[config.mk]
export PLATFORM = sky130hd
export DESIGN_NAME = battery_gauge_adc_tracker_core
export DESIGN_NICKNAME = d
export VERILOG_FILES = /design/src/sv/bgat_pkg.sv /design/src/sv/battery_gauge_adc_tracker_core.sv
export SDC_FILE = /design/constraint.sdc
export NUM_CORES = 1
export LEC_CHECK = 0
export BUFFER_PORTS_ARGS = -buffer_cell sky130_fd_sc_hd__buf_2
export CAP_MARGIN = 25
export CORE_AREA = 2 2 72 74
export CTS_BUF_LIST = sky130_fd_sc_hd__clkbuf_8
export CTS_CLUSTER_DIAMETER = 150
export DETAILED_ROUTE_END_ITERATION = 8
export DIE_AREA = 0 0 74 76
export GPL_TIMING_DRIVEN = 1
export PLACE_DENSITY_LB_ADDON = 0.05
export SLEW_MARGIN = 20
export SYNTH_ARGS = -nofsm -noshare
export SYNTH_HDL_FRONTEND = slang
export SYNTH_SLANG_ARGS = --single-unit
[constraint.sdc]
create_clock -name clk -period 9.76 [get_ports clk]
set_input_delay 0.976 -clock clk [delete_from_list [all_inputs] [get_ports clk]]
set_output_delay 0.976 -clock clk [all_outputs]
set_load 0.005 [all_outputs]
[src/sv/bgat_pkg.sv]
// Shared types and constants for the battery gauge converter tracker.
// Holds the input/result word structs and the low-segment map table.
// No dependencies.
package bgat_pkg;

  typedef struct packed {
    logic [9:0] adc_sample;
    logic       charger_present;
  } bgat_in_t;

  typedef struct packed {
    logic [6:0] percent;
    logic       charging;
    logic [2:0] level;
  } bgat_out_t;

  // Segment breakpoints on the converter sample
  localparam logic [9:0] SEG_HIGH_MIN = 10'd528;
  localparam logic [9:0] SEG_MID_MIN  = 10'd512;
  localparam logic [9:0] SEG_LOW_MIN  = 10'd480;
  localparam logic [9:0] SEG_HIGH_OFS = 10'd478;
  // 17*512 - 8544
  localparam logic [8:0] SEG_MID_OFS  = 9'd160;

  localparam logic [6:0] PCT_MAX = 7'd100;
  localparam logic [6:0] BAND_1  = 7'd20;
  localparam logic [6:0] BAND_2  = 7'd40;
  localparam logic [6:0] BAND_3  = 7'd60;
  localparam logic [6:0] BAND_4  = 7'd80;

  localparam logic [2:0] LEVEL_1        = 3'd1;
  localparam logic [2:0] LEVEL_2        = 3'd2;
  localparam logic [2:0] LEVEL_3        = 3'd3;
  localparam logic [2:0] LEVEL_4        = 3'd4;
  localparam logic [2:0] LEVEL_5        = 3'd5;
  localparam logic [2:0] LEVEL_CHARGING = 3'd6;

  // floor(0.51613*s - 243.742) for s = 480 + index, index 0..31
  localparam logic [4:0] SEG_LOW_LUT [32] = '{
    5'd4,  5'd4,  5'd5,  5'd5,  5'd6,  5'd6,  5'd7,  5'd7,
    5'd8,  5'd8,  5'd9,  5'd9,  5'd10, 5'd10, 5'd11, 5'd11,
    5'd12, 5'd12, 5'd13, 5'd13, 5'd14, 5'd14, 5'd15, 5'd15,
    5'd16, 5'd16, 5'd17, 5'd17, 5'd18, 5'd18, 5'd19, 5'd20
  };

endpackage

[src/sv/battery_gauge_adc_tracker_core.sv]
// Battery gauge tracker: maps converter samples to a tracked percentage.
// Depends on bgat_pkg for the word structs, breakpoints and table.
//
// Usage:
//   in_valid/in_ready/in_data carry one word per sample: the 10-bit
//   converter reading and the charger-present flag. out_valid/out_ready/
//   out_data return exactly one result word per input word: percent, the
//   charging flag and the 1..6 level.
//   One input register, then the map, slew and band logic feeding the
//   result register, which drives out_valid.
//   Throughput is one word per cycle while the receiver is not stalling;
//   the limit is the update of the estimate register, which the next word
//   reads.
//   When the receiver stalls, the result register holds and the input
//   register fills; in_ready drops only once both are full, and rises
//   again in the same cycle that out_ready frees the result register.
//   Reset (rst_n low, synchronous) empties both registers, clears the
//   estimate and the previous-charging flag, and arms the first
//   non-charging sample to snap the estimate to the mapped value.
module battery_gauge_adc_tracker_core (
  input  logic                clk,
  input  logic                rst_n,
  input  logic                in_valid,
  output logic                in_ready,
  input  bgat_pkg::bgat_in_t  in_data,
  output logic                out_valid,
  input  logic                out_ready,
  output bgat_pkg::bgat_out_t out_data
);
  import bgat_pkg::*;

  logic       s1_v_r;
  bgat_in_t   s1_r;
  logic       out_v_r;
  bgat_out_t  out_r;
  logic [6:0] est_r;
  logic       need_cal_r;
  logic       prev_chg_r;

  logic       adv2;
  logic [9:0] samp;
  logic [3:0] mid_t;
  logic [8:0] mid_sum;
  logic [9:0] raw;
  logic [6:0] raw_pct;
  logic [6:0] est_nxt;
  logic [2:0] level;
  bgat_out_t  res_nxt;

  assign adv2      = s1_v_r && (!out_v_r || out_ready);
  assign in_ready  = !s1_v_r || adv2;
  assign out_valid = out_v_r;
  assign out_data  = out_r;

  // Three-segment map of the sample
  assign samp    = s1_r.adc_sample;
  assign mid_t   = samp[3:0];
  assign mid_sum = {1'b0, mid_t, 4'b0000} + {5'b00000, mid_t} + SEG_MID_OFS;

  always_comb begin
    if (samp >= SEG_HIGH_MIN) begin
      raw = samp - SEG_HIGH_OFS;
    end else if (samp >= SEG_MID_MIN) begin
      raw = {4'b0000, mid_sum[8:3]};
    end else if (samp >= SEG_LOW_MIN) begin
      raw = {5'b00000, SEG_LOW_LUT[samp[4:0]]};
    end else begin
      raw = '0;
    end
  end

  assign raw_pct = (raw > {3'b000, PCT_MAX}) ? PCT_MAX : raw[6:0];

  // Snap after reset or after charging, else slew one step toward the map or hold
  always_comb begin
    if (need_cal_r || prev_chg_r) begin
      est_nxt = raw_pct;
    end else if ({3'b000, est_r} > raw) begin
      est_nxt = est_r - 7'd1;
    end else if ({3'b000, est_r} < raw) begin
      est_nxt = (est_r >= PCT_MAX) ? PCT_MAX : est_r + 7'd1;
    end else begin
      est_nxt = est_r;
    end
  end

  always_comb begin
    if (est_nxt <= BAND_1) begin
      level = LEVEL_1;
    end else if (est_nxt <= BAND_2) begin
      level = LEVEL_2;
    end else if (est_nxt <= BAND_3) begin
      level = LEVEL_3;
    end else if (est_nxt <= BAND_4) begin
      level = LEVEL_4;
    end else begin
      level = LEVEL_5;
    end
  end

  always_comb begin
    if (s1_r.charger_present) begin
      res_nxt.percent  = '0;
      res_nxt.charging = 1'b1;
      res_nxt.level    = LEVEL_CHARGING;
    end else begin
      res_nxt.percent  = est_nxt;
      res_nxt.charging = 1'b0;
      res_nxt.level    = level;
    end
  end

  always_ff @(posedge clk) begin
    if (!rst_n) begin
      s1_v_r     <= 1'b0;
      out_v_r    <= 1'b0;
      est_r      <= '0;
      need_cal_r <= 1'b1;
      prev_chg_r <= 1'b0;
    end else begin
      if (in_ready) begin
        s1_v_r <= in_valid;
      end
      if (adv2) begin
        out_v_r <= 1'b1;
      end else if (out_ready) begin
        out_v_r <= 1'b0;
      end
      if (adv2) begin
        prev_chg_r <= s1_r.charger_present;
        if (!s1_r.charger_present) begin
          est_r      <= est_nxt;
          need_cal_r <= 1'b0;
        end
      end
    end
  end

  always_ff @(posedge clk) begin
    if (in_ready && in_valid) begin
      s1_r <= in_data;
    end
    if (adv2) begin
      out_r <= res_nxt;
    end
  end

  // Estimate stays in range
  a_est_range: assert property (@(posedge clk) disable iff (!rst_n)
    est_r <= PCT_MAX)
    else $error("estimate above full scale");

  // A slewing word moves the estimate by at most one
  a_slew_step: assert property (@(posedge clk) disable iff (!rst_n)
    (adv2 && !s1_r.charger_present && !need_cal_r && !prev_chg_r) |=>
      (est_r == $past(est_r) || est_r == $past(est_r) + 7'd1 ||
       est_r + 7'd1 == $past(est_r)))
    else $error("estimate slewed by more than one");

  // A charging word never touches the estimate
  a_chg_hold: assert property (@(posedge clk) disable iff (!rst_n)
    (adv2 && s1_r.charger_present) |=> ($stable(est_r) && prev_chg_r))
    else $error("estimate changed during charging");

  // Non-charging results carry the tracked estimate and a band level
  a_out_band: assert property (@(posedge clk) disable iff (!rst_n)
    (out_v_r && !out_r.charging) |->
      (out_r.percent == est_r && out_r.level != LEVEL_CHARGING && out_r.level != 3'd0))
    else $error("result does not match estimate");

endmodule
==> reports/metrics.yaml <==
run_status: "finished, final reports clean"
ys_seq_elements: 33
required_ns: 9.78
fin_cells: 345
dp_hpwl_mm: 4.12
vias_per_cell: 5.87
drt_wl_total_mm: 5.52
seq_area_sq_um: 881
async_flop_share_pct: 0
crit_arrival_ns: 4.65
criticalPathCategory: "register to register"
clock_latency_ns: 0.29
synthTopCellsByArea: "edfxtp_1 (28%), dfxtp_1 (9.5%), ha_1 (6.5%)"
remaining_drc_errors: 0
clock_path_buffers: 2
crit_chain: "or4_4 -> nand2b_1 -> o311ai_0 -> ha_1 -> nand3_1 -> o211a_1 -> o31ai_1 -> buf_4 -> and2_2 -> o21ai_1 -> xor2_1 -> a21oi_1 -> nor4_1 -> a211oi_1"
cts_htree_levels: 2
grt_use_total_pct: 20.5
drt_first_pass_iters: 4
total_power_uw: 365
skew_ns: 0.00468
numCtsBuffers: 5
syn_avg_cell_area_sq_um: 9.35
setup_viol: 0
slew_headroom_pct: 50.6
synth_area_sq_mm: 0.00232
path_max_fanout: 13
hold_viol: 0
cts_tree: "done"
slowest_stage: "o311ai_0"
slew_violations: 0
synth_edf_count: 22
gp_congestion: 0.847
row_count: 26
grt_max_degree: 18
cts_hold_buf: 0
leakage_uw: 0.00108
grt_pass1_wl_mm: 8.97
synthCells: 248
hp-class: "register to register"
worstSetupStartpointType: "register"
layout.nets: 301
initial_utilization_pct: 47.2
die_w_um: 74
setup_ws_ns: 5.13
layout-drive-gt1-share_pct: 18.5
dieArea_sq_mm: 0.00562
synthesis.nets: 275
p_per_area_mw_per_mm2: 141
ant_nets: 0
p_int_uw: 245
cp_top_family: "simple AND/OR/NAND/NOR gates"
dieHeight_um: 76
synth_cell_types: 61
switching_power_uw: 120
nFillCells: 469
grt_pass1_vias: 1848
post_cts_buffers: 0
setup-tns-final_ns: 0
ir_worst_vdd_mv: 0.0808
worst_slew_pin_slew_ns: 0.732
ys_seq_area_share_pct: 38.0
cts_resized: 0
fin_crit_ns: 4.63
port_buffers: 27
yosys_warnings: 0
worst-r2r-cell-count: 14
combPwrFrac_pct: 25.2
io_pins: 28
areaGrowthSynthToFinish_pct: 11.4
path_buf_inv: 1
ys.flop_type: "edfxtp_1"
synth_top_area_share_pct: 28.5
hold_path_depth: 2
rsz0062_at_grt: "false"
cts.clk_slew.worst_paths_ns: 0.07
switching_share_pct: 32.9
antenna_found_initial: 0
clock-sinks: 33
synth_top_area_cell: "edfxtp_1"
dp.cells: 337
crit_path_end_kind: "register"
fin_crit_sh_pct: 47.4
clockPowerShare_pct: 28.5
wl_per_cell_um: 16.0
p_seq_share_pct: 46.3
slowest_delay_ns: 0.67
max_freq_mhz: 216
ctsRootBufferMaster: "clkbuf_8"
multi_input_area_sq_mm: 0.00134
drt-initial-drc-count: 141
cp.depth: 14
coreArea_sq_mm: 0.00491
diodes: 0
place_ws_ns: 5.22
grt_overflow: 0
num_vias: 2024
cap_violations: 0
[metal layers]
layer  vias to the layer above  GRT usage (%)  share of wire [%]
met5                         -              0                  0
li1                       1005              -                  -
met4                         0           4.73                1.3
met1                       967           29.4                 47
met2                        44           31.5                 47
met3                         8           4.23                4.7
[flip-flops by register name (all words and copies together) (netlist names)]
signal      count
prev_chg_r      1
samp           10
s1_r            1
s1_v_r          1
need_cal_r      1
out_data       11
out_valid       1
est_r           7
[stage by stage]
stage | hold slack, ns | area [sq um] | util, %
CTS | 0.463 | 2580 | 52.6
global placement | 0.442 | 2500 | 50.9
detailed placement | 0.450 | 2500 | 50.9
finish | 0.461 | 2580 | 52.6
floorplan | 0.424 | 2320 | -
global route | 0.492 | 2580 | 52.6
[synthesized netlist by cell type, types with 2 or more instances]
| cell | n |
|---|---|
| a2111oi_0 | 3 |
| o22ai_1 | 3 |
| a31oi_1 | 2 |
| o21a_1 | 3 |
| buf_6 | 2 |
| ha_1 | 12 |
| or3_1 | 2 |
| edfxtp_1 | 22 |
| a21oi_1 | 17 |
| nand3_1 | 8 |
| and3_1 | 5 |
| o211a_1 | 6 |
| nor3_1 | 4 |
| o21ai_0 | 6 |
| nand2b_1 | 2 |
| and2_1 | 7 |
| dfxtp_1 | 11 |
| a211oi_1 | 5 |
| nor2b_1 | 4 |
| o21ai_1 | 4 |
| nor4_1 | 4 |
| a21o_1 | 5 |
| a32oi_1 | 3 |
| xnor2_1 | 5 |
| a211o_1 | 2 |
| nand2_1 | 22 |
| nor2_1 | 18 |
| a21boi_0 | 3 |
| a21oi_2 | 2 |
| xor2_1 | 3 |
| nand4_1 | 6 |
| mux2i_1 | 2 |
| inv_1 | 12 |
| clkbuf_1 | 6 |
[cell type report]
class / count / share of cell area, %
tap: 70 / 3.39
multi-input combinational: 194 / 52.0
sequential: 33 / 34.1
inverter: 12 / 1.74
clock inverter: 3 / 0.629
timing repair buffer: 28 / 5.52
clock buffer: 5 / 2.66
[power groups by stage]
| stage | clock network, uW | logic, uW | registers (uW) |
|---|---|---|---|
| after floorplan | 0 | 71.5 | 167 |
| after global placement | 0 | 89.3 | 172 |
| after detailed placement | 0 | 90.0 | 172 |
| after CTS | 106 | 90.5 | 169 |
| after global routing | 112 | 101 | 170 |
| final | 104 | 91.9 | 169 |
[path summary, 6_finish.rpt]
kind	startpoint	endpoint	slack, ns
worst max-delay path	samp[6]	out_data[0]	5.13
worst min-delay path	need_cal_r	need_cal_r	0.46
worst min register to register	need_cal_r	need_cal_r	0.46
worst max register to register	samp[6]	out_data[0]	5.13
[tightest hold or removal path: stages, from the launching register on]
cell and delay (ns):
dfxtp_1 0.32, nand2_1 0.05, nand2_1 0.05
[cells in the final DEF (no fill, tap or decap), types with 2 or more instances in the layout]
| master | synthesis | routed |
|---|---|---|
| o21ai_1 | 4 | 4 |
| o211a_1 | 6 | 6 |
| xnor2_1 | 5 | 5 |
| ha_1 | 12 | 12 |
| o21a_1 | 3 | 3 |
| nand2b_1 | 2 | 2 |
| nor2b_1 | 4 | 4 |
| a31oi_1 | 2 | 2 |
| xor2_1 | 3 | 3 |
| a21oi_2 | 2 | 2 |
| nand4_1 | 6 | 6 |
| nor4_1 | 4 | 4 |
| edfxtp_1 | 22 | 22 |
| and3_1 | 5 | 5 |
| mux2i_1 | 2 | 2 |
| a21boi_0 | 3 | 3 |
| dfxtp_1 | 11 | 11 |
| or3_1 | 2 | 2 |
| a21oi_1 | 17 | 17 |
| nor2_1 | 18 | 18 |
| o22ai_1 | 3 | 3 |
| a21o_1 | 5 | 5 |
| and2_1 | 7 | 7 |
| o21ai_0 | 6 | 6 |
| a32oi_1 | 3 | 3 |
| inv_1 | 12 | 12 |
| clkbuf_8 | 0 | 5 |
| clkinv_2 | 0 | 2 |
| a211oi_1 | 5 | 5 |
| buf_2 | 1 | 27 |
| nand2_1 | 22 | 22 |
| a211o_1 | 2 | 2 |
| nand3_1 | 8 | 8 |
| nor3_1 | 4 | 4 |
| a2111oi_0 | 3 | 3 |
[kinds of logic after synthesis]
logic type                 share of synthesized area [%]
and+or+nand+nor                                     20.3
xor gates and xnor gates                            3.02
DFF                                                 38.0
AOI/OAI and AO/OA                                   27.2
muxes                                              0.863
adders and majority gates                           6.47
buffers and inverters                               4.10
(Power assumes the default switching activity.)
